==> config.mk <==
export PLATFORM = sky130hd
export DESIGN_NAME = hwm_queue
export DESIGN_NICKNAME = d
export VERILOG_FILES = /design/src/design/hwm_pkg.sv /design/src/design/hwm_queue.sv
export SDC_FILE = /design/constraint.sdc
export NUM_CORES = 1
export LEC_CHECK = 0
export ABC_AREA = 1
export ABC_CLOCK_PERIOD_IN_PS = 3000
export BUFFER_PORTS_ARGS = -buffer_cell sky130_fd_sc_hd__buf_2
export CAP_MARGIN = 10
export CORE_MARGIN = 3
export CORE_UTILIZATION = 25
export CTS_CLUSTER_DIAMETER = 80
export DETAILED_ROUTE_END_ITERATION = 8
export PLACE_DENSITY = 0.49
export REMOVE_ABC_BUFFERS = 1
export SKIP_CTS_REPAIR_TIMING = 1
export SKIP_LAST_GASP = 1
export SLEW_MARGIN = 20
export SYNTH_ARGS = -nofsm -noshare
export SYNTH_HDL_FRONTEND = slang
export SYNTH_SLANG_ARGS = --single-unit
==> constraint.sdc <==
create_clock -name clk -period 3 [get_ports clk]
set_input_delay 0.45 -clock clk [delete_from_list [all_inputs] [get_ports clk]]
set_output_delay 0.45 -clock clk [all_outputs]
set_load 0.02 [all_outputs]
==> src/design/hwm_pkg.sv <==
// Package for the holonomic wheel mixer: widths, register indexes, queue entry type
// and the arithmetic helper used by the back end. It depends on nothing else.
`timescale 1ns / 1ps

package hwm_pkg;

    localparam int DUTY_BITS  = 16;
    localparam int GAIN_W     = 16;
    localparam int GAIN_FRAC  = 12;
    localparam int SCALE_FRAC = 16;
    localparam int LIMIT_W    = DUTY_BITS - 1;
    localparam int PROD_W     = DUTY_BITS + GAIN_W;
    localparam int XS_W       = PROD_W - GAIN_FRAC;
    localparam int WHEEL_W    = XS_W + 1;
    localparam int MAG_W      = WHEEL_W - 1;
    localparam int MULP_W     = WHEEL_W + SCALE_FRAC + 1;
    localparam int CFG_W      = (GAIN_W > LIMIT_W) ? GAIN_W : LIMIT_W;
    localparam int CFG_IDX_W  = 2;
    localparam int STEP_W     = $clog2(SCALE_FRAC);
    localparam int Q_DEPTH    = 4;
    localparam int Q_PTR_W    = $clog2(Q_DEPTH);
    localparam int NUM_WHEELS = 4;

    localparam int WHEEL_FL = 0;
    localparam int WHEEL_FR = 1;
    localparam int WHEEL_BL = 2;
    localparam int WHEEL_BR = 3;

    localparam logic signed [GAIN_W-1:0] GAIN_ONE = GAIN_W'(1 << GAIN_FRAC);
    localparam logic [LIMIT_W-1:0]       LIMIT_MAX = '1;

    typedef enum logic [CFG_IDX_W-1:0] {
        REG_STRAFE_GAIN  = 2'd0,
        REG_FORWARD_GAIN = 2'd1,
        REG_DUTY_LIMIT   = 2'd2
    } cfg_reg_t;

    typedef enum logic [1:0] {
        KIND_PASS,
        KIND_SCALE,
        KIND_ERROR
    } kind_t;

    typedef logic signed [WHEEL_W-1:0] wheel_t;

    typedef struct packed {
        logic signed [GAIN_W-1:0] strafe_gain;
        logic signed [GAIN_W-1:0] forward_gain;
        logic [LIMIT_W-1:0]       duty_limit;
    } cfg_t;

    typedef struct packed {
        kind_t                         kind;
        logic [MAG_W-1:0]              biggest;
        logic [NUM_WHEELS-1:0][WHEEL_W-1:0] wheel;
    } entry_t;

    typedef struct packed {
        logic full;
        logic empty;
    } qstat_t;

    // Shift right by the scale fraction, rounding toward zero, and keep the duty width.
    function automatic logic signed [DUTY_BITS-1:0] scale_trunc(
        input logic signed [MULP_W-1:0] p
    );
        logic signed [MULP_W-1:0] adj;
        adj = p[MULP_W-1] ? (p + MULP_W'((1 << SCALE_FRAC) - 1)) : p;
        return adj[SCALE_FRAC+DUTY_BITS-1:SCALE_FRAC];
    endfunction

endpackage

==> src/design/hwm_queue.sv <==
// Short queue that decouples the mixer front end from the scaling back end.
// Depends on hwm_pkg for the entry type and depth.
`timescale 1ns / 1ps

module hwm_queue (
    input  logic              clk,
    input  logic              rst_n,
    input  logic              push,
    input  hwm_pkg::entry_t   push_entry,
    input  logic              pop,
    output hwm_pkg::entry_t   head,
    output hwm_pkg::qstat_t   qstat
);

    hwm_pkg::entry_t                 mem_reg [hwm_pkg::Q_DEPTH];
    logic [hwm_pkg::Q_PTR_W-1:0]     wr_ptr_reg;
    logic [hwm_pkg::Q_PTR_W-1:0]     wr_ptr_next;
    logic [hwm_pkg::Q_PTR_W-1:0]     rd_ptr_reg;
    logic [hwm_pkg::Q_PTR_W-1:0]     rd_ptr_next;
    logic [hwm_pkg::Q_PTR_W:0]       count_reg;
    logic [hwm_pkg::Q_PTR_W:0]       count_next;

    assign qstat.full  = (count_reg == (hwm_pkg::Q_PTR_W + 1)'(hwm_pkg::Q_DEPTH));
    assign qstat.empty = (count_reg == '0);
    assign head        = mem_reg[rd_ptr_reg];

    always_comb
    begin
        wr_ptr_next = push ? wr_ptr_reg + 1'b1 : wr_ptr_reg;
        rd_ptr_next = pop ? rd_ptr_reg + 1'b1 : rd_ptr_reg;
        count_next  = count_reg;
        if (push && !pop)
        begin
            count_next = count_reg + 1'b1;
        end
        else if (pop && !push)
        begin
            count_next = count_reg - 1'b1;
        end
    end

    always_ff @(posedge clk or negedge rst_n)
    begin
        if (!rst_n)
        begin
            wr_ptr_reg <= '0;
            rd_ptr_reg <= '0;
            count_reg  <= '0;
        end
        else
        begin
            wr_ptr_reg <= wr_ptr_next;
            rd_ptr_reg <= rd_ptr_next;
            count_reg  <= count_next;
        end
    end

    always_ff @(posedge clk)
    begin
        if (push)
        begin
            mem_reg[wr_ptr_reg] <= push_entry;
        end
    end

endmodule

======== After elaboration in Yosys (flattened, before gate mapping) ========
Memories as Yosys holds them, arrays and structs flattened.
Index checks and enable logic that the tools add are counted.
storage, ports and cells
  memories ................................ 1
  output and inout port bits .............. 108
  input port bits ......................... 110
  word-level logic and storage cells ...... 19
  bits in writable memories ............... 424
  bits in read-only memories .............. 0
  register bits ........................... 7
  latch bits .............................. 0
memories
  name     words  bits a word  read ports  clocked after memory_dff  wr ports  RTL line         RTL
  mem_reg  4      106          1           0                         1         hwm_queue.sv:15  hwm_pkg::entry_t mem_reg [hwm_pkg::Q_DEPTH];
cells by class
  $lt $le $gt $ge ......................... 0
  shift operators ......................... 0
  eq/ne operators ......................... 1
  multiply operators ...................... 0
  reduce and logical (&&, ||, !) cells .... 6
  bitwise operators ....................... 0
  add/subtract/negate cells ............... 4
  multiplexer cells ....................... 4
  divide/modulo/power cells ............... 0
operator list
  operator             count
  $mux 3               2
  $add 2x1->2 const B  2
  $add 3x1->3 const B  1
  $eq 3x3->1 const B   1
  $logic_not 3->1      1
  $sub 3x1->3 const B  1
  $logic_and 1x1->1    2
  $logic_not 1->1      2
  $mux 1               2
  $reduce_bool 2->1    1

======== Logic depth before layout (Yosys ltp) ========
  word-level depth ........................ 4
  depth in mapped cells ................... 9
  mapped depth without buffers ............ 9

======== Worst setup path after synthesis ========
No wires, ideal clock.
  path kind ............................... input -> register
  start ................................... input push
  end ..................................... memory mem_reg[0][0] (netlist name), enable pin
  library setup time ...................... 0.460 ns
  required time ........................... 2.540 ns
  buffers on the path ..................... 1
  arrival time ............................ 2.793 ns
  cell stages on the path ................. 3
  path slack .............................. -0.252 ns
  path through ............................ clkbuf_1 -> nand2_1 -> inv_1
between the ends
  cells in the longest elaborated chain, start to end .. 2
ends and longest elaborated chain
  item                          RTL line         RTL
  from (decl)                   hwm_queue.sv:8   input logic push,
  $mux 1                        hwm_queue.sv:60  if (push)
  $mux 1 (implied by the code)  hwm_queue.sv:62  mem_reg[wr_ptr_reg] <= push_entry;
  to (decl)                     hwm_queue.sv:15
No other way between the ends.

==> results by stage <==
STA:
- The minimum hold slack is approximately 0.095 ns.
- The final period demand of the worst path is 2.72 ns.
- The final-report hold violation count is 0.
- The setup slack after layout is about 0.28 ns.
- The total negative setup slack is 0 ns.
- Clock skew on the completed layout was measured at 0.0199 ns.
- Derived from the worst setup path, the maximum achievable clock frequency is 367 MHz.
- The number of setup violations in the final report is 0.
- The count of pins over their slew limit came to 0.
- The relative slew slack is 64.2%.
- The slew at the pin with the worst max-slew slack is 0.536 ns.
- The final worst-path cycle share is between 90% and 100%.
- Setup repair after global routing left no endpoint under its margin.

Finish:
- The area growth from synthesis to layout is 22.8%.
- The final cell count without fillers is 2427.
- The final layout net count is 1626.
- The fraction of layout cells with a size suffix above 1 is 20.5%.
- The flip-flop count of the largest register, all copies and words added is 424.

Critical path:
- The type of origin of the critical path is a flop.
- The path type of the worst setup path is reg -> out.
- The number of buffers and inverters on the critical path is 2.
- The element type at the critical path end is a primary output.
- The total stage count of the critical path is 5.
- The signal on the critical path passes through buf_4, nand2_1, o211ai_1, nand2_1, buf_2.
- The most numerous cell type found on the critical path is sky130_fd_sc_hd__nand2_1.
- The top cell family by delay on the critical path is flip-flops.
- The reg-to-reg critical path endpoint is mem_reg[1][87].
- For this run, the slowest stage of the critical path takes 0.74 ns.
- The number of cells on the worst reg-to-reg path is 5.
- STA puts the critical path data arrival time at ~2.3 ns.
- The startpoint of the worst-slack reg-to-reg timing path is wr_ptr_reg[1].
- The endpoint required time on the critical path is about 2.6 ns.
- The critical path ends at head[57].
- The peak fanout along the critical path is 40.
- On the critical path, the stage with the largest delay is an instance of sky130_fd_sc_hd__dfrtp_4.
- The register-to-register path setup slack is 1.19 ns.
- The beginning of the critical path is rd_ptr_reg[0].

CTS:
- No sink is reached through more buffers than the 3 on the longest clock path.
- The clock tree from TritonCTS is yes.
- The H-tree was split into 2 levels.
- The total clock buffers created by CTS is 49.
- Clock-pin slew was measured on the worst setup and hold paths at ~0.060 ns.
- Clock latency on the worst-skew pair, taken at its later pin, is 0.56 ns.
- The total clock sinks is 431.
- The clock tree root driver cell is sky130_fd_sc_hd__clkbuf_16.

Global routing:
- After global routing the overflow that remains totals 0.
- The global routing usage summed across all routing layers is 10.9%.
- The number of antenna violations at the first check in global routing was 9.
- Entering global routing, the biggest net connects 72 pins.
- The via count of the first global-routing pass is 10100.
- The first global-routing pass estimated 59600 um of wire.

Detailed routing:
- Before antenna repair, the detailed router went through 4 iterations.
- The final layout contains routed wiring with a total length of ~39000 um.
- In this run the top signal layer used is met5.
- The number of vias after detailed routing is 10000.
- Summed over all nets, wire length on met3 after detailed routing comes to 2480 um.
- The residual antenna-violating net count after detailed routing is 0.
- Dividing the detail-routed wire length by the instance count gives 16.1 um.
- The post-detailed-route DRC marker count is 0.
- In the detailed route, the total length drawn on met2 is roughly 18000 um.
- The first routing iteration left 652 violations.
- In the routed layout, each cell is associated on average with a via count of ~4.1.
- The total routed wire length on the met1 layer is 17300 um.

Run:
- The number of violations of the max-capacitance limit is 0.

Power and ir drop:
- The fraction of power consumed by the clock network is roughly a quarter.
- The analysis attributes to net switching a power of 8.01 mW.
- Per report_power, the sequential group accounts for 38.1% of the total.
- Overall power consumption after layout is estimated at 21.7 mW.
- The proportion of power drawn by combinational gates is 35.3%.
- The switching share of total power is a little under two fifths.
- The internal power component is around 14 mW.
- Summed over all cells, the static leakage comes to just over 8 nW.
- For this design the ratio of total power to cell area is 1040 nW/um^2.
- The peak supply drop is 0.451 mV.

Die:
- For this design the top-level I/O count stands at 218.
- The floorplan core area is 67400 um^2.
- In this run the horizontal extent of the chip is 267 um.
- For this configuration, the core starts out at a cell density of approximately a quarter.
- The number of standard-cell rows in the floorplan is 95.
- The height of the die is about 270 um.
- The die covers 71400 um^2.

Logic synthesis:
- In this run, synthesis produced a sequential element count of around 430.
- The total standard cell area after synthesis is 17100 um^2.
- The sequential element share of the synthesized area is roughly three quarters.
- The mean cell area of the mapped netlist is 13.3 um^2.
- The synthesized netlist contains 18 unique library cells.
- The cell count after synthesis came out at 1284.
- The number of warning messages in the yosys log is 0.

Placement:
- During placement, the flow inserted port buffers numbering about 220.
- The setup slack after placement is roughly 0.8 ns.
- The post-DP HPWL is 23300 um.
- At the end of routability-driven placement, the weighted congestion stood at 0.697.
- Once placement completed, the tool counted placed cells totaling 2331.

Hold path:
- The worst hold path startpoint is push_entry[30].
- Counting instances, the worst hold path has a depth of 1.
- The classification of the worst-slack hold path is in -> reg.

Status:
- The run finished with clean final reports.
[cell families (layout without fill, tap and decap cells)]
| logic type | Yosys count | count (layout) | synth area share [%] |
|---|---|---|---|
| flip-flops | 431 | 431 | 75.7 |
| AND/OR/NAND/NOR | 335 | 335 | 7.41 |
| buffers and inverters | 295 | 559 | 6.86 |
| AO/OA/AOI/OAI | 213 | 213 | 9.36 |
| adder cells (fa/ha/maj) | 6 | 6 | 0.484 |
| XOR/XNOR | 4 | 4 | 0.205 |
| other | 0 | 6 | 0 |
[area by class of cell]
type                       count  area [um^2]
fill                        6736        46500
sequential                   431        12900
multi-input combinational    558         2980
timing repair buffer         246         1530
clock buffer                  63         1280
tap                          873         1090
inverter                     224          863
clock inverter                26          269
antenna                        6         15.0
[cells in the final DEF, fill, tap and decap left out]
cell type	synthesis	routed
sky130_fd_sc_hd__clkinv_1	0	9
sky130_fd_sc_hd__buf_2	38	217
sky130_fd_sc_hd__inv_1	223	219
sky130_fd_sc_hd__buf_4	4	10
sky130_fd_sc_hd__o211ai_1	212	212
sky130_fd_sc_hd__dfrtp_1	7	5
sky130_fd_sc_hd__clkinv_2	0	4
sky130_fd_sc_hd__xnor2_1	1	1
sky130_fd_sc_hd__edfxtp_1	424	424
sky130_fd_sc_hd__dfrtp_4	0	2
sky130_fd_sc_hd__dlygate4sd3_1	0	1
sky130_fd_sc_hd__fa_1	1	1
sky130_fd_sc_hd__nand3_1	1	1
sky130_fd_sc_hd__o21ai_0	1	1
sky130_fd_sc_hd__inv_4	0	1
sky130_fd_sc_hd__clkbuf_1	25	14
sky130_fd_sc_hd__nand2_1	331	331
sky130_fd_sc_hd__buf_12	0	18
sky130_fd_sc_hd__nor3_1	2	2
sky130_fd_sc_hd__clkbuf_16	0	49
sky130_fd_sc_hd__clkinvlp_4	0	4
sky130_fd_sc_hd__inv_6	0	7
sky130_fd_sc_hd__clkinv_4	0	1
sky130_fd_sc_hd__ha_1	5	5
sky130_fd_sc_hd__nand4_1	1	1
sky130_fd_sc_hd__xor2_1	3	3
sky130_fd_sc_hd__diode_2	0	6
sky130_fd_sc_hd__bufinv_16	0	5
[cell usage after synthesis (all sizes together)]
cell      n  area [um^2]
buf      46          235
nor3      2         10.0
fa        1         20.0
inv     224          841
xnor2     1         8.76
ha        5         62.6
o21ai     1         5.00
nand2   331         1240
xor2      3         26.3
o211ai  212         1590
dfrtp     7          175
nand4     1         6.26
clkbuf   25         93.8
nand3     1         5.00
edfxtp  424        12700
[power groups by stage]
stage / logic, mW / clock network (mW) / registers [mW]
floorplan: 3.55 / 0 / 8.67
global placement: 7.89 / 0 / 8.39
detailed placement: 7.93 / 0 / 8.43
CTS: 7.95 / 6.00 / 8.31
global route: 8.56 / 6.24 / 8.39
finish: 7.68 / 5.77 / 8.29
[metrics by stage]
stage          instance area [um^2]  util [%]
2_1_floorplan                 16700         -
4_1_cts                       20900      31.0
3_3_place_gp                  19400      28.7
5_1_grt                       20900      31.1
6_report                      20900      31.1
3_5_place_dp                  19400      28.7
[per-layer routing]
metal | up-vias | GRT usage, %
met5 | - | 0
met4 | 6 | 3.05
met3 | 62 | 3.33
met2 | 194 | 18.0
met1 | 4819 | 13.8
li1 | 4939 | -
[worst min-delay path by stage]
stage                                end  slack [ns]
after floorplan             count_reg[0]        0.15
after global placement      count_reg[2]        0.33
after detailed placement    count_reg[2]        0.33
after CTS                   count_reg[2]       -0.31
after global routing      mem_reg[0][30]        0.06
final                     mem_reg[0][30]         0.1
Power figures use the tool's default switching activity.
