**config.mk**
```make
export PLATFORM = sky130hd
export DESIGN_NAME = hwm_front_flat
export DESIGN_NICKNAME = d
export VERILOG_FILES = /design/src/design/hwm_pkg.sv /design/src/design/hwm_if.sv /design/src/design/hwm_front.sv /design/src/flat_wrapper.sv
export SDC_FILE = /design/constraint.sdc
export NUM_CORES = 2
export LEC_CHECK = 0
export BUFFER_PORTS_ARGS = -buffer_cell sky130_fd_sc_hd__buf_2
export CAP_MARGIN = 10
export CORE_MARGIN = 2
export CORE_UTILIZATION = 38
export DETAILED_ROUTE_END_ITERATION = 8
export SYNTH_ARGS = -nofsm -noshare
export SYNTH_HDL_FRONTEND = slang
export SYNTH_SLANG_ARGS = --single-unit
export TNS_END_PERCENT = 20
```
**constraint.sdc**
```tcl
create_clock -name clk -period 12.6 [get_ports clk]
set_input_delay 2.52 -clock clk [delete_from_list [all_inputs] [get_ports clk]]
set_output_delay 2.52 -clock clk [all_outputs]
set_load 0.01 [all_outputs]
```
**src/design/hwm_pkg.sv**
```systemverilog
// Package for the holonomic wheel mixer: widths, register indexes, queue entry type
// and the arithmetic helper used by the back end. It depends on nothing else.
`timescale 1ns / 1ps

package hwm_pkg;

    localparam int DUTY_BITS  = 16;
    localparam int GAIN_W     = 16;
    localparam int GAIN_FRAC  = 12;
    localparam int SCALE_FRAC = 16;
    localparam int LIMIT_W    = DUTY_BITS - 1;
    localparam int PROD_W     = DUTY_BITS + GAIN_W;
    localparam int XS_W       = PROD_W - GAIN_FRAC;
    localparam int WHEEL_W    = XS_W + 1;
    localparam int MAG_W      = WHEEL_W - 1;
    localparam int MULP_W     = WHEEL_W + SCALE_FRAC + 1;
    localparam int CFG_W      = (GAIN_W > LIMIT_W) ? GAIN_W : LIMIT_W;
    localparam int CFG_IDX_W  = 2;
    localparam int STEP_W     = $clog2(SCALE_FRAC);
    localparam int Q_DEPTH    = 4;
    localparam int Q_PTR_W    = $clog2(Q_DEPTH);
    localparam int NUM_WHEELS = 4;

    localparam int WHEEL_FL = 0;
    localparam int WHEEL_FR = 1;
    localparam int WHEEL_BL = 2;
    localparam int WHEEL_BR = 3;

    localparam logic signed [GAIN_W-1:0] GAIN_ONE = GAIN_W'(1 << GAIN_FRAC);
    localparam logic [LIMIT_W-1:0]       LIMIT_MAX = '1;

    typedef enum logic [CFG_IDX_W-1:0] {
        REG_STRAFE_GAIN  = 2'd0,
        REG_FORWARD_GAIN = 2'd1,
        REG_DUTY_LIMIT   = 2'd2
    } cfg_reg_t;

    typedef enum logic [1:0] {
        KIND_PASS,
        KIND_SCALE,
        KIND_ERROR
    } kind_t;

    typedef logic signed [WHEEL_W-1:0] wheel_t;

    typedef struct packed {
        logic signed [GAIN_W-1:0] strafe_gain;
        logic signed [GAIN_W-1:0] forward_gain;
        logic [LIMIT_W-1:0]       duty_limit;
    } cfg_t;

    typedef struct packed {
        kind_t                         kind;
        logic [MAG_W-1:0]              biggest;
        logic [NUM_WHEELS-1:0][WHEEL_W-1:0] wheel;
    } entry_t;

    typedef struct packed {
        logic full;
        logic empty;
    } qstat_t;

    // Shift right by the scale fraction, rounding toward zero, and keep the duty width.
    function automatic logic signed [DUTY_BITS-1:0] scale_trunc(
        input logic signed [MULP_W-1:0] p
    );
        logic signed [MULP_W-1:0] adj;
        adj = p[MULP_W-1] ? (p + MULP_W'((1 << SCALE_FRAC) - 1)) : p;
        return adj[SCALE_FRAC+DUTY_BITS-1:SCALE_FRAC];
    endfunction

endpackage

```
**src/design/hwm_if.sv**
```systemverilog
// Handshake interfaces of the holonomic wheel mixer: body command in, wheel duties out.
// Widths come from hwm_pkg.
`timescale 1ns / 1ps

interface hwm_cmd_if;
    logic                                   valid;
    logic                                   ready;
    logic signed [hwm_pkg::DUTY_BITS-1:0]   strafe_duty;
    logic signed [hwm_pkg::DUTY_BITS-1:0]   forward_duty;
    logic signed [hwm_pkg::DUTY_BITS-1:0]   yaw_duty;

    modport source (output valid, output strafe_duty, output forward_duty,
                    output yaw_duty, input ready);
    modport sink   (input valid, input strafe_duty, input forward_duty,
                    input yaw_duty, output ready);
endinterface


```
**src/design/hwm_front.sv**
```systemverilog
// Front end of the wheel mixer: gain multiply, wheel sums and classification.
// Depends on hwm_pkg and hwm_cmd_if; pushes classified entries into hwm_queue.
`timescale 1ns / 1ps

module hwm_front (
    input  logic              clk,
    input  logic              rst_n,
    hwm_cmd_if.sink           command,
    input  hwm_pkg::cfg_t     cfg,
    input  hwm_pkg::qstat_t   qstat,
    output logic              push,
    output hwm_pkg::entry_t   push_entry
);

    logic                                  s1_valid_reg;
    logic                                  s1_valid_next;
    logic                                  s2_valid_reg;
    logic                                  s2_valid_next;
    logic signed [hwm_pkg::PROD_W-1:0]     prod_x_reg;
    logic signed [hwm_pkg::PROD_W-1:0]     prod_y_reg;
    logic signed [hwm_pkg::DUTY_BITS-1:0]  turn_reg;
    logic signed [hwm_pkg::PROD_W-1:0]     prod_x_next;
    logic signed [hwm_pkg::PROD_W-1:0]     prod_y_next;
    hwm_pkg::wheel_t                       wheel_reg  [hwm_pkg::NUM_WHEELS];
    hwm_pkg::wheel_t                       wheel_next [hwm_pkg::NUM_WHEELS];
    logic signed [hwm_pkg::XS_W-1:0]       xs;
    logic signed [hwm_pkg::XS_W-1:0]       ys;
    hwm_pkg::wheel_t                       xw;
    hwm_pkg::wheel_t                       yw;
    hwm_pkg::wheel_t                       rw;
    logic [hwm_pkg::MAG_W-1:0]             mag [hwm_pkg::NUM_WHEELS];
    logic [hwm_pkg::MAG_W-1:0]             max01;
    logic [hwm_pkg::MAG_W-1:0]             max23;
    logic [hwm_pkg::MAG_W-1:0]             biggest;
    logic                                  accept;
    logic                                  s1_move;
    logic                                  s2_room;

    assign s2_room       = !s2_valid_reg || !qstat.full;
    assign s1_move       = s1_valid_reg && s2_room;
    assign command.ready = !s1_valid_reg || s2_room;
    assign accept        = command.valid && command.ready;
    assign push          = s2_valid_reg && !qstat.full;

    always_comb
    begin
        s1_valid_next = s1_valid_reg;
        if (accept)
        begin
            s1_valid_next = 1'b1;
        end
        else if (s1_move)
        begin
            s1_valid_next = 1'b0;
        end
        s2_valid_next = s2_valid_reg;
        if (s1_move)
        begin
            s2_valid_next = 1'b1;
        end
        else if (push)
        begin
            s2_valid_next = 1'b0;
        end
    end

    always_ff @(posedge clk or negedge rst_n)
    begin
        if (!rst_n)
        begin
            s1_valid_reg <= 1'b0;
            s2_valid_reg <= 1'b0;
        end
        else
        begin
            s1_valid_reg <= s1_valid_next;
            s2_valid_reg <= s2_valid_next;
        end
    end

    assign prod_x_next = command.strafe_duty * cfg.strafe_gain;
    assign prod_y_next = command.forward_duty * cfg.forward_gain;

    always_ff @(posedge clk)
    begin
        if (accept)
        begin
            prod_x_reg <= prod_x_next;
            prod_y_reg <= prod_y_next;
            turn_reg   <= command.yaw_duty;
        end
    end

    // Dropping the low gain fraction bits of a signed product rounds toward minus infinity.
    assign xs = $signed(prod_x_reg[hwm_pkg::PROD_W-1:hwm_pkg::GAIN_FRAC]);
    assign ys = $signed(prod_y_reg[hwm_pkg::PROD_W-1:hwm_pkg::GAIN_FRAC]);
    assign xw = hwm_pkg::WHEEL_W'(xs);
    assign yw = hwm_pkg::WHEEL_W'(ys);
    assign rw = hwm_pkg::WHEEL_W'(turn_reg);

    always_comb
    begin
        wheel_next[hwm_pkg::WHEEL_FL] = yw + xw - rw;
        wheel_next[hwm_pkg::WHEEL_FR] = yw - xw + rw;
        wheel_next[hwm_pkg::WHEEL_BL] = yw - xw - rw;
        wheel_next[hwm_pkg::WHEEL_BR] = yw + xw + rw;
    end

    always_ff @(posedge clk)
    begin
        if (s1_move)
        begin
            wheel_reg <= wheel_next;
        end
    end

    always_comb
    begin
        for (int i = 0; i < hwm_pkg::NUM_WHEELS; i++)
        begin
            mag[i] = wheel_reg[i][hwm_pkg::WHEEL_W-1]
                   ? hwm_pkg::MAG_W'(-wheel_reg[i])
                   : hwm_pkg::MAG_W'(wheel_reg[i]);
        end
        max01   = (mag[0] > mag[1]) ? mag[0] : mag[1];
        max23   = (mag[2] > mag[3]) ? mag[2] : mag[3];
        biggest = (max01 > max23) ? max01 : max23;

        push_entry.biggest = biggest;
        for (int i = 0; i < hwm_pkg::NUM_WHEELS; i++)
        begin
            push_entry.wheel[i] = wheel_reg[i];
        end
        if (cfg.duty_limit == '0)
        begin
            push_entry.kind = hwm_pkg::KIND_ERROR;
        end
        else if (biggest > hwm_pkg::MAG_W'(cfg.duty_limit))
        begin
            push_entry.kind = hwm_pkg::KIND_SCALE;
        end
        else
        begin
            push_entry.kind = hwm_pkg::KIND_PASS;
        end
    end

endmodule

```
**src/flat_wrapper.sv**
```systemverilog
// flat-port wrapper written by rule: the top's interface ports become plain ports
module hwm_front_flat 
  (clk, rst_n, cfg, qstat, push, push_entry, command_valid, command_strafe_duty, command_forward_duty, command_yaw_duty, command_ready);
  hwm_cmd_if command_i ();
  input  logic clk;
  input  logic rst_n;
  input  hwm_pkg::cfg_t cfg;
  input  hwm_pkg::qstat_t qstat;
  output logic push;
  output hwm_pkg::entry_t push_entry;
  input wire logic [$bits(command_i.valid)-1:0] command_valid;
  input wire logic [$bits(command_i.strafe_duty)-1:0] command_strafe_duty;
  input wire logic [$bits(command_i.forward_duty)-1:0] command_forward_duty;
  input wire logic [$bits(command_i.yaw_duty)-1:0] command_yaw_duty;
  output wire logic [$bits(command_i.ready)-1:0] command_ready;
  assign command_i.valid = command_valid;
  assign command_i.strafe_duty = command_strafe_duty;
  assign command_i.forward_duty = command_forward_duty;
  assign command_i.yaw_duty = command_yaw_duty;
  assign command_ready = command_i.ready;
  hwm_front u_core (.clk(clk), .rst_n(rst_n), .command(command_i), .cfg(cfg), .qstat(qstat), .push(push), .push_entry(push_entry));
endmodule
```
==> Word level (Yosys, flattened, before mapping) <==
Index checks and enable logic that the tools add are counted.
{ "word_totals": {"ff_bits": 166, "in_bits": 100, "output_inout_bits": 108, "elab_cells": 49} }
{ "classes": {"add_sub_neg": 10, "mul": 2, "magnitude_cmp": 4, "n_mux": 13, "n_reduce_logical": 11} }
{ "ops": {"columns": ["op", "n"], "rows": [
  ["two-way mux 20 bit", 7],
  ["negation 20 bit", 4],
  ["multiplier 16 x 16 -> 32 bit", 2],
  ["> comparator 20 bit", 3],
  ["adder 21 x 16 -> 21 bit", 2],
  ["subtractor 21 x 16 -> 21 bit", 2],
  ["adder 20 x 20 -> 21 bit", 1],
  ["subtractor 20 x 20 -> 21 bit", 1],
  ["> comparator 20 x 15 -> 1 bit", 1],
  ["logical NOT 15 bit", 1],
  ["two-way mux 1 bit", 5],
  ["nonzero test 2 bit", 2],
  ["logical AND 1 bit", 3],
  ["logical NOT 1 bit", 3],
  ["logical OR 1 bit", 2],
  ["two-way mux 2 bit", 1]
]} }

==> Depth between registers and ports, before layout <==
{ "logic_depth": {"word_depth": 9, "ltp_mapped": 40, "mapped_depth_nobuf": 38} }

==> Least setup slack after synthesis <==
OpenSTA, ideal clock, no wires.
{ "synth_timing": {"path_type": "flip-flop to output port", "startpoint": "register u_core.wheel_reg (netlist bit u_core.push_entry[0])", "endpoint": "output push_entry[104] (netlist name)", "arrival_ns": 7.858, "required_ns": 10.080, "setup_slack_ns": 2.222, "path_stages_with_launch": 35, "n_path_buf": 3, "path_cell_list": "edfxtp_1 -> inv_1 -> ha_1 -> or4b_4 -> or2_2 -> or3_1 -> o31ai_1 -> xor2_1 -> ha_1 -> nand4_1 -> or3_4 -> or3_4 -> nand2_2 -> clkbuf_1 -> nand2_1 -> o21ai_1 -> ha_1 -> a2111oi_0 -> o21ai_0 -> a221oi_1 -> o22ai_1 -> or4_1 -> and2_1 -> clkbuf_1 -> clkbuf_1 -> o21ai_0 -> ha_1 -> a21o_1 -> a21o_1 -> a21oi_1 -> o211ai_1 -> a21oi_1 -> nor2b_1 -> o31ai_1 -> a41oi_1"} }
{ "synth_rtl": {"columns": ["element", "line_no", "source"], "rows": [
  ["start, declared", "hwm_front.sv:24", "hwm_pkg::wheel_t wheel_reg [hwm_pkg::NUM_WHEELS];"],
  ["start signal, assigned", "hwm_front.sv:113", "wheel_reg <= wheel_next;"],
  ["end, declared", "flat_wrapper.sv:10", "output hwm_pkg::entry_t push_entry;"]
]} }

==> key figures <==
Worst setup path
  • Setup CP Type: reg2out
  • CP required: between 10 and 15 ns
  • Arr. time, crit path: between 9 and 10 ns
  • Critical Path Start: u_core.push_entry[0]$_DFFE_PP_
  • Critical Path Fanout Max: 31
  • Crit path buf inv count: 3
  • Delay-heaviest family, CP: simple AND/OR/NAND/NOR gates
  • Slowest stage delay, CP: between 0.5 and 0.6 ns
  • R2R cell count: 22
  • Most used cell, CP: ha_1
  • Crit end category: output port
  • Cell count along the critical path: 33
  • Crit path max-delay cell type: edfxtp_1
  • Startpoint Class: register
  • Reg2reg start: u_core.prod_y_reg[14]$_DFFE_PP_

Timing
  • RSZ-0062 raised after global routing: false
  • Setup_tns: 0 ns
  • Final setup viols: 0
  • Final Hold Viols: 0
  • Final worst-path cycle share: between 90% and 100%
  • Slew margin rel.: between 30% and 40%
  • Worst Max-Slew Pin Slew: 0.933 ns
  • Fmax: 85.2 MHz
  • Fin Clk Skew: 0.00627 ns
  • Slew Viols, Final: 0
  • Post-layout min period: 11.74 ns

CTS
  • H-tree depth: 4
  • CTS root buffer: clkbuf_16
  • Clk sinks: 140
  • Worst-Skew Late Latency: 0.44 ns
  • Num CTS Buffers: 17
  • Clock Pin Slew Worst Setup and Hold Paths: approximately 0.06 ns
  • Setup bufs post-CTS: 0
  • CTS max path bufs: 2
  • Hold_buf cts: 0
  • CTS tree: built

Routing
  • Via density: about 5
  • Vias: ~24000
  • DRT Pass-1 Iters: 5
  • Wire per inst: roughly 17 um
  • Number of nets still failing antenna checks after routing: 0
  • First DRT Iteration DRCs: about 1200
  • DRC: 0
  • Wirelength, routed: between 80000 and 90000 um

Yosys
  • Post-synthesis sequential area ratio: around an eighth
  • Mapped Nets: about 4500
  • Synth Instances: ~3600
  • Yosys reg bits: 140
  • Synth warn: 0
  • Ys flop type: edfxtp_1
  • Post-Synth Adder-Cell Area: 46.3%
  • Post-synth ARST share: 1.43%
  • Synth Area in XOR/XNOR: between 5 and 6%
  • Mapped cell area: 32400 um2
  • Count of cell types in the netlist: 83
  • Synthesized area per cell: approximately 9.1 um2
  • EDFF count, synth: 138
  • Largest family of logic cells by synthesized area: adder cells
  • Mux contribution to synthesized area: less than 1%
  • Simple-gate share of the synthesized area: 15.7%
  • Compound-Gate Fraction of Synth Area: roughly a tenth

Die
  • Chip height: slightly below 300 um
  • I/O pins: ~210
  • Row Count: 107
  • CORE AREA: ~85000 um2
  • Die area: just under 90000 um2
  • Chip width: 296 um
  • Initial core utilization: between 30% and 40%

Final layout
  • Layout Area Growth over Synthesis: 8.20%
  • FILL cells: just under 9000
  • Final net count: about 4700
  • Max reg flops: just over 80
  • Share of layout cells above drive strength 1: 7.63%

Global routing
  • Largest net degree at the start of global routing: 66
  • Gr usage total: a little under a fifth
  • GR Overflow Total: 0
  • Vias in the first global route: 24700
  • Initial antenna violation count: 7
  • First-pass GRT wire length: ~130000 um

Job
  • # Max-Cap Violations: 0

Min path
  • Worst min-delay path category: reg2reg
  • Hold path cells: 1
  • Hold wc startpoint: u_core.s1_valid_reg$_DFFE_PN0P_

Outcome
  • Status: finished, final reports clean

Placement
  • Post-DP HPWL: ~69000 um
  • # port buffers: between 200 and 250
  • RePlAce Congestion: roughly 0.94
[what timing repair did]
action,4_1_cts,5_1_grt
resized for setup,0,1
setup endpoints to repair,0,1
hold endpoints to repair,0,0
[final timing paths]
path	endpoint	slack, ns
min in group asynchronous	u_core.s2_valid_reg$_DFFE_PN0P_	1.86
worst max-delay path	push_entry[104]	0.86
worst min-delay path	u_core.s2_valid_reg$_DFFE_PN0P_	0.48
max in group asynchronous	u_core.s1_valid_reg$_DFFE_PN0P_	10.65
worst min register to register	u_core.s2_valid_reg$_DFFE_PN0P_	0.48
worst max register to register	u_core.push_entry[82]$_DFFE_PP_	7.40
[final cells by class]
cell class                      instances  area, um2  area share (%)
Antenna cell                            2       5.00          0.0143
Clock buffer                           17        425            1.21
Clock inverter                         15        124           0.353
Inverter                              697       2620            7.45
Multi-Input combinational cell       2602      25200            71.8
Sequential cell                       140       4190            12.0
Tap cell                             1144       1430            4.08
Timing Repair Buffer                  214       1090            3.11
[cells in the final DEF (no fill, tap or decap), types with 9 or more instances in the layout]
master,Yosys,final
nor2_1,161,161
and3_1,11,11
a211oi_1,15,15
buf_2,2,206
o211ai_1,13,13
nor3_1,55,55
nand3_1,25,25
o21ai_0,77,77
fa_1,528,528
nand2_1,384,384
ha_1,355,355
o21ai_1,11,11
and2_1,205,203
or4_1,12,12
nor4_1,10,10
nand4_1,20,20
o41ai_1,16,16
o21a_1,21,21
clkbuf_16,0,17
a31oi_1,10,10
o21bai_1,15,15
edfxtp_1,138,138
or3_1,25,25
a21o_1,40,40
a221oi_1,9,9
inv_1,697,697
nor2b_1,31,31
xnor2_1,146,146
nand2b_1,50,50
a21oi_1,125,125
or2_2,10,10
xor2_1,74,74
o31ai_1,35,35
[per-stage QoR]
| step | utilization (%) | std cells | cell area (um2) | setup WS [ns] | hold slack, ns |
|---|---|---|---|---|---|
| final | 41.3 | 4831 | 35100 | 0.856 | 0.484 |
| after floorplan | - | 3551 | 32400 | 2.22 | 0.442 |
| after detailed placement | 40.7 | 4797 | 34500 | 0.951 | 0.478 |
| after CTS | 41.3 | 4829 | 35100 | 0.450 | 0.492 |
| after global routing | 41.3 | 4829 | 35100 | 0.286 | 0.527 |
| after global placement | 40.7 | 4797 | 34500 | 1.06 | 0.467 |
[layer usage]
layer	track usage (%)	part of all wire (%)	up-vias
met3	1.90	4.7	82
met4	3.77	1.4	6
met5	0	0.041	-
met1	25.4	44	11900
met2	34.1	50	502
li1	-	-	11500
[cells in the mapped netlist, types with 4 or more instances]
master	number	area, um2
inv_1	697	2620
fa_1	528	10600
nand2_1	384	1440
ha_1	355	4440
and2_1	205	1280
nor2_1	161	604
xnor2_1	146	1280
edfxtp_1	138	4140
a21oi_1	125	626
clkbuf_1	103	387
o21ai_0	77	385
xor2_1	74	648
nor3_1	55	275
nand2b_1	50	313
a21o_1	40	300
o31ai_1	35	263
nor2b_1	31	194
nand3_1	25	125
or3_1	25	156
o21a_1	21	158
nand4_1	20	125
o41ai_1	16	140
a211oi_1	15	113
o21bai_1	15	113
o211ai_1	13	97.6
or4_1	12	90.1
and3_1	11	68.8
o21ai_1	11	55.1
a31oi_1	10	62.6
nor4_1	10	62.6
or2_2	10	62.6
a221oi_1	9	78.8
and4_1	8	70.1
mux2i_1	8	80.1
a2111oi_0	7	61.3
a21boi_0	7	52.6
a211o_1	5	43.8
a221o_1	5	50.1
a311oi_1	5	43.8
buf_1	5	18.8
o31a_1	5	43.8
a31o_2	4	35.0
nor3b_1	4	30.0
nor4b_1	4	35.0
o22ai_1	4	25.0
[cell families (layout without fill, tap and decap cells)]
family          Yosys count  count (layout)
simple gates           1032            1032
flops                   140             140
fa+ha+maj               884             884
other cells               0               2
xor+xnor                220             220
mux                      10              10
buf+inv                 809             943
compound gates          456             456
Power is not shown: default switching activity piles up to over one toggle a cycle in this logic, so the estimate is an artifact.
