### config.mk
export PLATFORM = sky130hd
export DESIGN_NAME = hwm_back_flat
export DESIGN_NICKNAME = d
export VERILOG_FILES = /design/src/design/hwm_pkg.sv /design/src/design/hwm_if.sv /design/src/design/hwm_back.sv /design/src/flat_wrapper.sv
export SDC_FILE = /design/constraint.sdc
export NUM_CORES = 2
export LEC_CHECK = 0
export BUFFER_PORTS_ARGS = -buffer_cell sky130_fd_sc_hd__clkbuf_2
export CORE_MARGIN = 5
export CORE_UTILIZATION = 50
export CTS_CLUSTER_SIZE = 12
export DETAILED_ROUTE_END_ITERATION = 6
export GPL_TIMING_DRIVEN = 0
export HOLD_SLACK_MARGIN = 0.1
export PLACE_DENSITY = 0.69
export SLEW_MARGIN = 15
export SYNTH_ARGS = -nofsm -noshare
export SYNTH_HDL_FRONTEND = slang
export SYNTH_SLANG_ARGS = --single-unit
### constraint.sdc
create_clock -name clk -period 20.1 [get_ports clk]
set_clock_uncertainty 0.15 [all_clocks]
set_input_delay 1.005 -clock clk [delete_from_list [all_inputs] [get_ports clk]]
set_output_delay 1.005 -clock clk [all_outputs]
set_load 0.005 [all_outputs]
### src/design/hwm_pkg.sv
// Package for the holonomic wheel mixer: widths, register indexes, queue entry type
// and the arithmetic helper used by the back end. It depends on nothing else.
`timescale 1ns / 1ps

package hwm_pkg;

    localparam int DUTY_BITS  = 16;
    localparam int GAIN_W     = 16;
    localparam int GAIN_FRAC  = 12;
    localparam int SCALE_FRAC = 16;
    localparam int LIMIT_W    = DUTY_BITS - 1;
    localparam int PROD_W     = DUTY_BITS + GAIN_W;
    localparam int XS_W       = PROD_W - GAIN_FRAC;
    localparam int WHEEL_W    = XS_W + 1;
    localparam int MAG_W      = WHEEL_W - 1;
    localparam int MULP_W     = WHEEL_W + SCALE_FRAC + 1;
    localparam int CFG_W      = (GAIN_W > LIMIT_W) ? GAIN_W : LIMIT_W;
    localparam int CFG_IDX_W  = 2;
    localparam int STEP_W     = $clog2(SCALE_FRAC);
    localparam int Q_DEPTH    = 4;
    localparam int Q_PTR_W    = $clog2(Q_DEPTH);
    localparam int NUM_WHEELS = 4;

    localparam int WHEEL_FL = 0;
    localparam int WHEEL_FR = 1;
    localparam int WHEEL_BL = 2;
    localparam int WHEEL_BR = 3;

    localparam logic signed [GAIN_W-1:0] GAIN_ONE = GAIN_W'(1 << GAIN_FRAC);
    localparam logic [LIMIT_W-1:0]       LIMIT_MAX = '1;

    typedef enum logic [CFG_IDX_W-1:0] {
        REG_STRAFE_GAIN  = 2'd0,
        REG_FORWARD_GAIN = 2'd1,
        REG_DUTY_LIMIT   = 2'd2
    } cfg_reg_t;

    typedef enum logic [1:0] {
        KIND_PASS,
        KIND_SCALE,
        KIND_ERROR
    } kind_t;

    typedef logic signed [WHEEL_W-1:0] wheel_t;

    typedef struct packed {
        logic signed [GAIN_W-1:0] strafe_gain;
        logic signed [GAIN_W-1:0] forward_gain;
        logic [LIMIT_W-1:0]       duty_limit;
    } cfg_t;

    typedef struct packed {
        kind_t                         kind;
        logic [MAG_W-1:0]              biggest;
        logic [NUM_WHEELS-1:0][WHEEL_W-1:0] wheel;
    } entry_t;

    typedef struct packed {
        logic full;
        logic empty;
    } qstat_t;

    // Shift right by the scale fraction, rounding toward zero, and keep the duty width.
    function automatic logic signed [DUTY_BITS-1:0] scale_trunc(
        input logic signed [MULP_W-1:0] p
    );
        logic signed [MULP_W-1:0] adj;
        adj = p[MULP_W-1] ? (p + MULP_W'((1 << SCALE_FRAC) - 1)) : p;
        return adj[SCALE_FRAC+DUTY_BITS-1:SCALE_FRAC];
    endfunction

endpackage

### src/design/hwm_if.sv


interface hwm_wheel_if;
    logic                                   valid;
    logic                                   ready;
    logic signed [hwm_pkg::DUTY_BITS-1:0]   front_left;
    logic signed [hwm_pkg::DUTY_BITS-1:0]   front_right;
    logic signed [hwm_pkg::DUTY_BITS-1:0]   back_left;
    logic signed [hwm_pkg::DUTY_BITS-1:0]   back_right;
    logic                                   config_error;
    logic                                   was_scaled;

    modport source (output valid, output front_left, output front_right,
                    output back_left, output back_right, output config_error,
                    output was_scaled, input ready);
    modport sink   (input valid, input front_left, input front_right,
                    input back_left, input back_right, input config_error,
                    input was_scaled, output ready);
endinterface

### src/design/hwm_back.sv
// Back end of the wheel mixer: scale divider, wheel scaling and the result register.
// Depends on hwm_pkg and hwm_wheel_if; pops entries from hwm_queue.
`timescale 1ns / 1ps

module hwm_back (
    input  logic                        clk,
    input  logic                        rst_n,
    input  logic [hwm_pkg::LIMIT_W-1:0] duty_limit,
    input  hwm_pkg::entry_t             head,
    input  hwm_pkg::qstat_t             qstat,
    output logic                        pop,
    hwm_wheel_if.source                 wheels
);

    typedef enum logic [1:0] {
        ST_IDLE,
        ST_DIV,
        ST_MUL,
        ST_OUT
    } state_t;

    state_t                                state_reg;
    state_t                                state_next;
    hwm_pkg::wheel_t                       wheel_reg  [hwm_pkg::NUM_WHEELS];
    hwm_pkg::wheel_t                       wheel_next [hwm_pkg::NUM_WHEELS];
    logic signed [hwm_pkg::MULP_W-1:0]     prod_reg   [hwm_pkg::NUM_WHEELS];
    logic signed [hwm_pkg::MULP_W-1:0]     prod_next  [hwm_pkg::NUM_WHEELS];
    logic signed [hwm_pkg::DUTY_BITS-1:0]  duty_reg   [hwm_pkg::NUM_WHEELS];
    logic signed [hwm_pkg::DUTY_BITS-1:0]  duty_next  [hwm_pkg::NUM_WHEELS];
    logic [hwm_pkg::MAG_W-1:0]             div_reg;
    logic [hwm_pkg::MAG_W-1:0]             div_next;
    logic [hwm_pkg::MAG_W-1:0]             rem_reg;
    logic [hwm_pkg::MAG_W-1:0]             rem_next;
    logic [hwm_pkg::SCALE_FRAC-1:0]        quo_reg;
    logic [hwm_pkg::SCALE_FRAC-1:0]        quo_next;
    logic [hwm_pkg::STEP_W-1:0]            step_reg;
    logic [hwm_pkg::STEP_W-1:0]            step_next;
    logic                                  out_valid_reg;
    logic                                  out_valid_next;
    logic                                  err_reg;
    logic                                  err_next;
    logic                                  scaled_reg;
    logic                                  scaled_next;
    logic [hwm_pkg::MAG_W:0]               trial;
    logic                                  fits;
    logic                                  out_free;

    assign out_free = !out_valid_reg || wheels.ready;
    assign trial    = {rem_reg, 1'b0};
    assign fits     = (trial >= {1'b0, div_reg});

    always_comb
    begin
        state_next     = state_reg;
        wheel_next     = wheel_reg;
        prod_next      = prod_reg;
        duty_next      = duty_reg;
        div_next       = div_reg;
        rem_next       = rem_reg;
        quo_next       = quo_reg;
        step_next      = step_reg;
        err_next       = err_reg;
        scaled_next    = scaled_reg;
        out_valid_next = out_valid_reg && !wheels.ready;
        pop            = 1'b0;

        case (state_reg)
            ST_IDLE:
            begin
                if (!qstat.empty)
                begin
                    case (head.kind)
                        hwm_pkg::KIND_PASS:
                        begin
                            if (out_free)
                            begin
                                pop = 1'b1;
                                for (int i = 0; i < hwm_pkg::NUM_WHEELS; i++)
                                begin
                                    duty_next[i] = head.wheel[i][hwm_pkg::DUTY_BITS-1:0];
                                end
                                err_next       = 1'b0;
                                scaled_next    = 1'b0;
                                out_valid_next = 1'b1;
                            end
                        end
                        hwm_pkg::KIND_ERROR:
                        begin
                            if (out_free)
                            begin
                                pop = 1'b1;
                                for (int i = 0; i < hwm_pkg::NUM_WHEELS; i++)
                                begin
                                    duty_next[i] = '0;
                                end
                                err_next       = 1'b1;
                                scaled_next    = 1'b0;
                                out_valid_next = 1'b1;
                            end
                        end
                        hwm_pkg::KIND_SCALE:
                        begin
                            pop = 1'b1;
                            for (int i = 0; i < hwm_pkg::NUM_WHEELS; i++)
                            begin
                                wheel_next[i] = $signed(head.wheel[i]);
                            end
                            div_next   = head.biggest;
                            rem_next   = hwm_pkg::MAG_W'(duty_limit);
                            quo_next   = '0;
                            step_next  = hwm_pkg::STEP_W'(hwm_pkg::SCALE_FRAC - 1);
                            state_next = ST_DIV;
                        end
                        default:
                        begin
                            pop = 1'b0;
                        end
                    endcase
                end
            end
            ST_DIV:
            begin
                // The limit is below the divisor, so the quotient needs only the fraction bits.
                rem_next = fits ? hwm_pkg::MAG_W'(trial - {1'b0, div_reg})
                                : trial[hwm_pkg::MAG_W-1:0];
                quo_next = {quo_reg[hwm_pkg::SCALE_FRAC-2:0], fits};
                if (step_reg == '0)
                begin
                    state_next = ST_MUL;
                end
                else
                begin
                    step_next = step_reg - 1'b1;
                end
            end
            ST_MUL:
            begin
                for (int i = 0; i < hwm_pkg::NUM_WHEELS; i++)
                begin
                    prod_next[i] = wheel_reg[i] * $signed({1'b0, quo_reg});
                end
                state_next = ST_OUT;
            end
            ST_OUT:
            begin
                if (out_free)
                begin
                    for (int i = 0; i < hwm_pkg::NUM_WHEELS; i++)
                    begin
                        duty_next[i] = hwm_pkg::scale_trunc(prod_reg[i]);
                    end
                    err_next       = 1'b0;
                    scaled_next    = 1'b1;
                    out_valid_next = 1'b1;
                    state_next     = ST_IDLE;
                end
            end
            default:
            begin
                state_next = ST_IDLE;
            end
        endcase
    end

    always_ff @(posedge clk or negedge rst_n)
    begin
        if (!rst_n)
        begin
            state_reg     <= ST_IDLE;
            out_valid_reg <= 1'b0;
            err_reg       <= 1'b0;
            scaled_reg    <= 1'b0;
            div_reg       <= '0;
            rem_reg       <= '0;
            quo_reg       <= '0;
            step_reg      <= '0;
            for (int i = 0; i < hwm_pkg::NUM_WHEELS; i++)
            begin
                wheel_reg[i] <= '0;
                prod_reg[i]  <= '0;
                duty_reg[i]  <= '0;
            end
        end
        else
        begin
            state_reg     <= state_next;
            out_valid_reg <= out_valid_next;
            err_reg       <= err_next;
            scaled_reg    <= scaled_next;
            div_reg       <= div_next;
            rem_reg       <= rem_next;
            quo_reg       <= quo_next;
            step_reg      <= step_next;
            wheel_reg     <= wheel_next;
            prod_reg      <= prod_next;
            duty_reg      <= duty_next;
        end
    end

    assign wheels.valid        = out_valid_reg;
    assign wheels.front_left   = duty_reg[hwm_pkg::WHEEL_FL];
    assign wheels.front_right  = duty_reg[hwm_pkg::WHEEL_FR];
    assign wheels.back_left    = duty_reg[hwm_pkg::WHEEL_BL];
    assign wheels.back_right   = duty_reg[hwm_pkg::WHEEL_BR];
    assign wheels.config_error = err_reg;
    assign wheels.was_scaled   = scaled_reg;

endmodule

### src/flat_wrapper.sv
// flat-port wrapper written by rule: the top's interface ports become plain ports
module hwm_back_flat 
  (clk, rst_n, duty_limit, head, qstat, pop, wheels_valid, wheels_front_left, wheels_front_right, wheels_back_left, wheels_back_right, wheels_config_error, wheels_was_scaled, wheels_ready);
  hwm_wheel_if wheels_i ();
  input  logic clk;
  input  logic rst_n;
  input  logic [hwm_pkg::LIMIT_W-1:0] duty_limit;
  input  hwm_pkg::entry_t head;
  input  hwm_pkg::qstat_t qstat;
  output logic pop;
  output wire logic [$bits(wheels_i.valid)-1:0] wheels_valid;
  output wire logic [$bits(wheels_i.front_left)-1:0] wheels_front_left;
  output wire logic [$bits(wheels_i.front_right)-1:0] wheels_front_right;
  output wire logic [$bits(wheels_i.back_left)-1:0] wheels_back_left;
  output wire logic [$bits(wheels_i.back_right)-1:0] wheels_back_right;
  output wire logic [$bits(wheels_i.config_error)-1:0] wheels_config_error;
  output wire logic [$bits(wheels_i.was_scaled)-1:0] wheels_was_scaled;
  input wire logic [$bits(wheels_i.ready)-1:0] wheels_ready;
  assign wheels_valid = wheels_i.valid;
  assign wheels_front_left = wheels_i.front_left;
  assign wheels_front_right = wheels_i.front_right;
  assign wheels_back_left = wheels_i.back_left;
  assign wheels_back_right = wheels_i.back_right;
  assign wheels_config_error = wheels_i.config_error;
  assign wheels_was_scaled = wheels_i.was_scaled;
  assign wheels_i.ready = wheels_ready;
  hwm_back u_core (.clk(clk), .rst_n(rst_n), .duty_limit(duty_limit), .head(head), .qstat(qstat), .pop(pop), .wheels(wheels_i));
endmodule
Yosys cells after proc, flatten, opt, wreduce, memory -nomap -nowiden
Cells that the tools add are included.
{"block": "op_classes", "add_sub_neg": 6, "multipliers": 4, "div_mod_pow": 0, "order_cmp": 1, "eq_ne": 15, "n_shift": 0, "muxes": 43, "n_bitwise": 1, "n_reduce_logical": 17}
{"op": "64-bit 2-to-1 mux", "n": 4}
{"op": "64-bit one-hot mux with 2 select lines", "n": 2}
{"op": "21-bit by 17-bit multiplier with 38-bit output", "n": 4}
{"op": "32-bit by 17-bit adder with 32-bit output (second input constant)", "n": 4}
{"op": "32-bit 2-to-1 mux", "n": 4}
{"op": "20-bit 2-to-1 mux", "n": 3}
{"op": "20-bit one-hot mux with 2 select lines", "n": 1}
{"op": "16-bit 2-to-1 mux", "n": 2}
{"op": "16-bit one-hot mux with 2 select lines", "n": 1}
{"op": "21-bit by 20-bit greater-or-equal comparator with 1-bit output", "n": 1}
{"op": "20-bit subtractor", "n": 1}
{"op": "1-bit 2-to-1 mux", "n": 12}
{"op": "4-bit 2-to-1 mux", "n": 3}
{"op": "4-bit AND reduction", "n": 3}
{"op": "1-bit one-hot mux with 2 select lines", "n": 5}
{"op": "2-bit 2-to-1 mux", "n": 4}
{"op": "2-bit != test (second input constant)", "n": 4}
{"op": "2-bit one-hot mux with 4 select lines", "n": 1}
{"op": "4-bit one-hot mux with 2 select lines", "n": 1}
{"op": "2-bit equality test (second input constant)", "n": 3}
{"op": "2-bit by 1-bit != test with 1-bit output (second input constant)", "n": 3}
{"op": "3-bit by 2-bit != test with 1-bit output (second input constant)", "n": 2}
{"op": "3-bit AND reduction", "n": 2}
{"op": "6-bit AND reduction", "n": 1}
{"op": "other kinds (12)", "n": 16}
{"block": "word_totals", "regBits": 365, "latch_bits": 0, "ramBits": 0, "mem_bits_ro": 0, "in_bits": 126, "output_inout_bits": 68, "wordCells": 107, "mem_count": 0}

Longest topological paths before layout
{"block": "depth", "ltp_word": 6, "ltp_mapped": 26, "mapped_depth_nobuf": 24}

Worst setup path after synthesis
OpenSTA, ideal clock, no wires.
{"block": "synth_timing", "path_type": "reg-to-reg", "start": "register u_core.quo_reg[8] (netlist bit)", "end": "register u_core.prod_reg[68] (netlist bit)", "arrival_ns": 6.539, "required_time_ns": 19.825, "setup_slack_ns": 13.286, "path_stages_with_launch": 27, "path_buffers": 4, "cell_sequence": "dfrtp_1 > clkbuf_1 > clkbuf_1 > clkbuf_1 > nand2_1 > fa_1 > inv_1 > fa_1 > inv_1 > fa_1 > inv_1 > fa_1 > fa_1 > inv_1 > fa_1 > inv_1 > ha_1 > clkbuf_1 > a21o_1 > nor3_1 > a21oi_1 > a2111oi_4 > o31ai_2 > or4_1 > a31oi_1 > xnor2_1 > mux2_4"}
{"block": "synth_via", "elab_chain_cells": 1}
{"element": "start, declared", "line_no": "hwm_back.sv:34", "text": "logic [hwm_pkg::SCALE_FRAC-1:0] quo_reg;"}
{"element": "start signal, assigned", "line_no": "hwm_back.sv:192", "text": "quo_reg <= quo_next;"}
{"element": "21-bit by 17-bit multiplier with 38-bit output", "line_no": "hwm_back.sv:140", "text": "prod_next[i] = wheel_reg[i] * $signed({1'b0, quo_reg});"}
{"element": "end signal, assigned", "line_no": "hwm_back.sv:195", "text": "prod_reg <= prod_next;"}
{"element": "end, declared", "line_no": "hwm_back.sv:26", "text": "logic signed [hwm_pkg::MULP_W-1:0] prod_reg [hwm_pkg::NUM_WHEELS];"}
Every way passes these cells.
A chain may end at the register's enable or synchronous reset.

Final worst setup path
{"block": "layout_timing", "start": "register u_core.quo_reg[6] (netlist bit)", "end": "register u_core.prod_reg[75] (netlist bit)"}
The elaborated chain is that of the path after synthesis.

==> out/metrics.cfg <==
[global_routing]
grt_antenna_before_repair=34
grt_max_degree=93
grt_use_total=0.3482
grt_first_pass_wirelength_mm=346.2
grt_overflow=0
grt_pass1_vias=52920

[place]
place_congestion=0.9957
pre_cts_slack_ns=11.44
place_hpwl_mm=189.3
port_buffers=192

[synth]
synth.yosys.seq_area_share=0.1335
syn_inst=7102
synth_edf_count=0
ys_warn_count=0
ys_seq_elements=345
synth.distinct_cells=78
async_flop_share=1.000
netlist_area_mm2=0.06465
yosys_most_used_dff=dfrtp_1
syn_area_per_cell_um2=9.104
synth_nets=8974

[worst_setup_path]
cp.required_ns=20.47
cp_slowest_cell=clkbuf_1
crit_arrival_ns=9.29
cp_max_fo=10
critical-path-top-delay-family=adder cells
critPathLaunchType=register
path_cells=clkbuf_1 > clkbuf_1 > and2_1 > fa_1 > inv_1 > fa_1 > fa_1 > inv_1 > fa_1 > fa_1 > inv_1 > fa_1 > inv_1 > ha_1 > clkbuf_1 > nand4_1 > nor3_1 > a32oi_1 > a21oi_1 > o211ai_1 > a21boi_1 > a41oi_1 > xnor2_1 > a21oi_1
critPathKind=reg -> reg
end_kind=register
worst-path-stages=24
reg2reg_depth=24
crit_path_frequent_cell=fa_1
path_buf_inv=7
slowest_delay_ns=0.96

[die]
fp.dieH_um=369.6
io_pins=194
die_w_um=369.6
fp-row-count=132
core_mm2=0.1290
die_area_mm2=0.1366
initial_core_util=0.5012

[clocking]
cts_buffer_depth=3
cts_resized=0
clock-sinks=345
clk_pin_slew_ns=0.06
postCtsSetupRepairBufs=0
hold_buffers=1
clock_latency_ns=0.68
cts_tree=done
cts_root_buf=clkbuf_16
numCtsBuffers=46
htreeDepth=2

[sta]
worst_pin_slew_ns=1.426
hold_viol=0
setup_viol=0
period_needed_ns=8.914
report.final.slew_viol_count=0
fin_crit_sh=0.4435
maxSlewHeadroom=0.04912
worst_slack_ns=11.19
fin_tns_setup_ns=0
rsz0062_at_grt=no
max_freq_ghz=0.1122

[routing]
wirelength_mm=233.8
antenna_left=0
drc=1
vias_per_cell=5.538
vias=50770
drtPass1Iterations=7
drt-initial-drc-count=4640
wl_per_cell_um=25.50

[power_and_ir_drop]
p_per_area_mw_per_mm2=64.15
ir_drop_uv=83.78
leakagePower_nw=36.98

[job]
cap_violations=0

[run_status]
status=complete, but fails checks
violations=DRC

[finish]
largest_register_ffs=132
final_core_util=0.5421
area_delta_synth_final_pct=8.147
most-common-layout-cells=inv_1, fa_1, nand2_1, and2_1, ha_1
fin_nets=9230
layout_commonest_cell=inv_1
layout-drive-gt1-share=0.05952
num-fill-cells=11860

[hold_path]
hp-class=reg -> reg
hold_depth=1

-- layer usage --
layer	global-route usage	share of wire	vias up
met1	0.4489	0.38	25740
met2	0.5090	0.42	2757
met5	0	0.00055	-
met3	0.1139	0.12	720
met4	0.2178	0.079	16
li1	-	-	21540
-- power breakdown --
group | switching, mW | internal (mW) | leakage (nW)
clock network | 0.377 | 0.526 | 0.774
logic | 1.63 | 0.627 | 31.7
registers | 0.402 | 0.925 | 4.46
total | 2.41 | 2.08 | 37.0
-- final timing paths --
kind,start,endpoint,slack (ns)
max reg2reg,u_core.quo_reg[6],u_core.prod_reg[75],11.19
min in group asynchronous,rst_n,u_core.wheels.front_right[7],0.61
max in group asynchronous,rst_n,u_core.prod_reg[134],17.93
max,u_core.quo_reg[6],u_core.prod_reg[75],11.19
min reg2reg,u_core.prod_reg[91],u_core.prod_reg[91],0.34
min,u_core.prod_reg[91],u_core.prod_reg[91],0.34
-- kinds of logic (layout without fill, tap and decap cells) --
| group | count (synthesis) | after routing | synth area share |
|---|---|---|---|
| AO/OA/AOI/OAI | 580 | 580 | 0.05723 |
| XOR/XNOR | 215 | 215 | 0.02913 |
| buffers and inverters | 2025 | 2315 | 0.1179 |
| multiplexers | 106 | 106 | 0.01817 |
| adder cells (fa/ha/maj) | 1746 | 1746 | 0.4936 |
| AND/OR/NAND/NOR | 2085 | 2085 | 0.1505 |
| other | 0 | 34 | 0 |
| flip-flops | 345 | 345 | 0.1335 |
-- through the flow --
stage                     cells  power [mW]  hold slack, ns  cell area [um^2]
final                      9168       4.485          0.3354             69920
after global routing       9148       4.658          0.3564             69870
after CTS                  9133       4.401          0.3361             69810
after detailed placement   9050       3.491          0.3209             68220
after global placement     9036       3.408          0.3173             67790
after floorplan            7102       2.265          0.3034             64650
-- cell usage after synthesis, types with 18 or more instances --
cell type	number	share of area
o21bai_1	19	0.0022
nand4_1	20	0.0019
ha_1	405	0.078
xnor2_1	138	0.019
xor2_1	77	0.010
and3_1	49	0.0047
o211ai_1	19	0.0022
nand2_1	1163	0.068
dfrtp_1	345	0.13
o21ai_0	112	0.0087
mux2_2	87	0.015
nor3_1	27	0.0021
nor2_1	145	0.0084
o21ai_1	48	0.0037
nor4_1	20	0.0019
mux2i_1	18	0.0028
nand3_1	50	0.0039
a21oi_1	153	0.012
o21a_1	24	0.0028
inv_1	1697	0.099
a221oi_1	26	0.0035
fa_1	1341	0.42
a31oi_1	18	0.0017
and2_1	560	0.054
clkbuf_1	314	0.018
a21o_1	52	0.0060
-- final cells by class --
class | instances | area, um^2 | share of cell area
antenna | 34 | 85.08 | 0.001217
buffer | 325 | 1304 | 0.01865
clock buffer | 61 | 1277 | 0.01827
clock inverter | 21 | 301.5 | 0.004313
inverter | 1700 | 6381 | 0.09126
multi-input combinational | 4732 | 48430 | 0.6926
sequential | 345 | 8633 | 0.1235
tap | 1742 | 2180 | 0.03117
timing repair buffer | 208 | 1333 | 0.01906
Power figures use the tool's default switching activity.
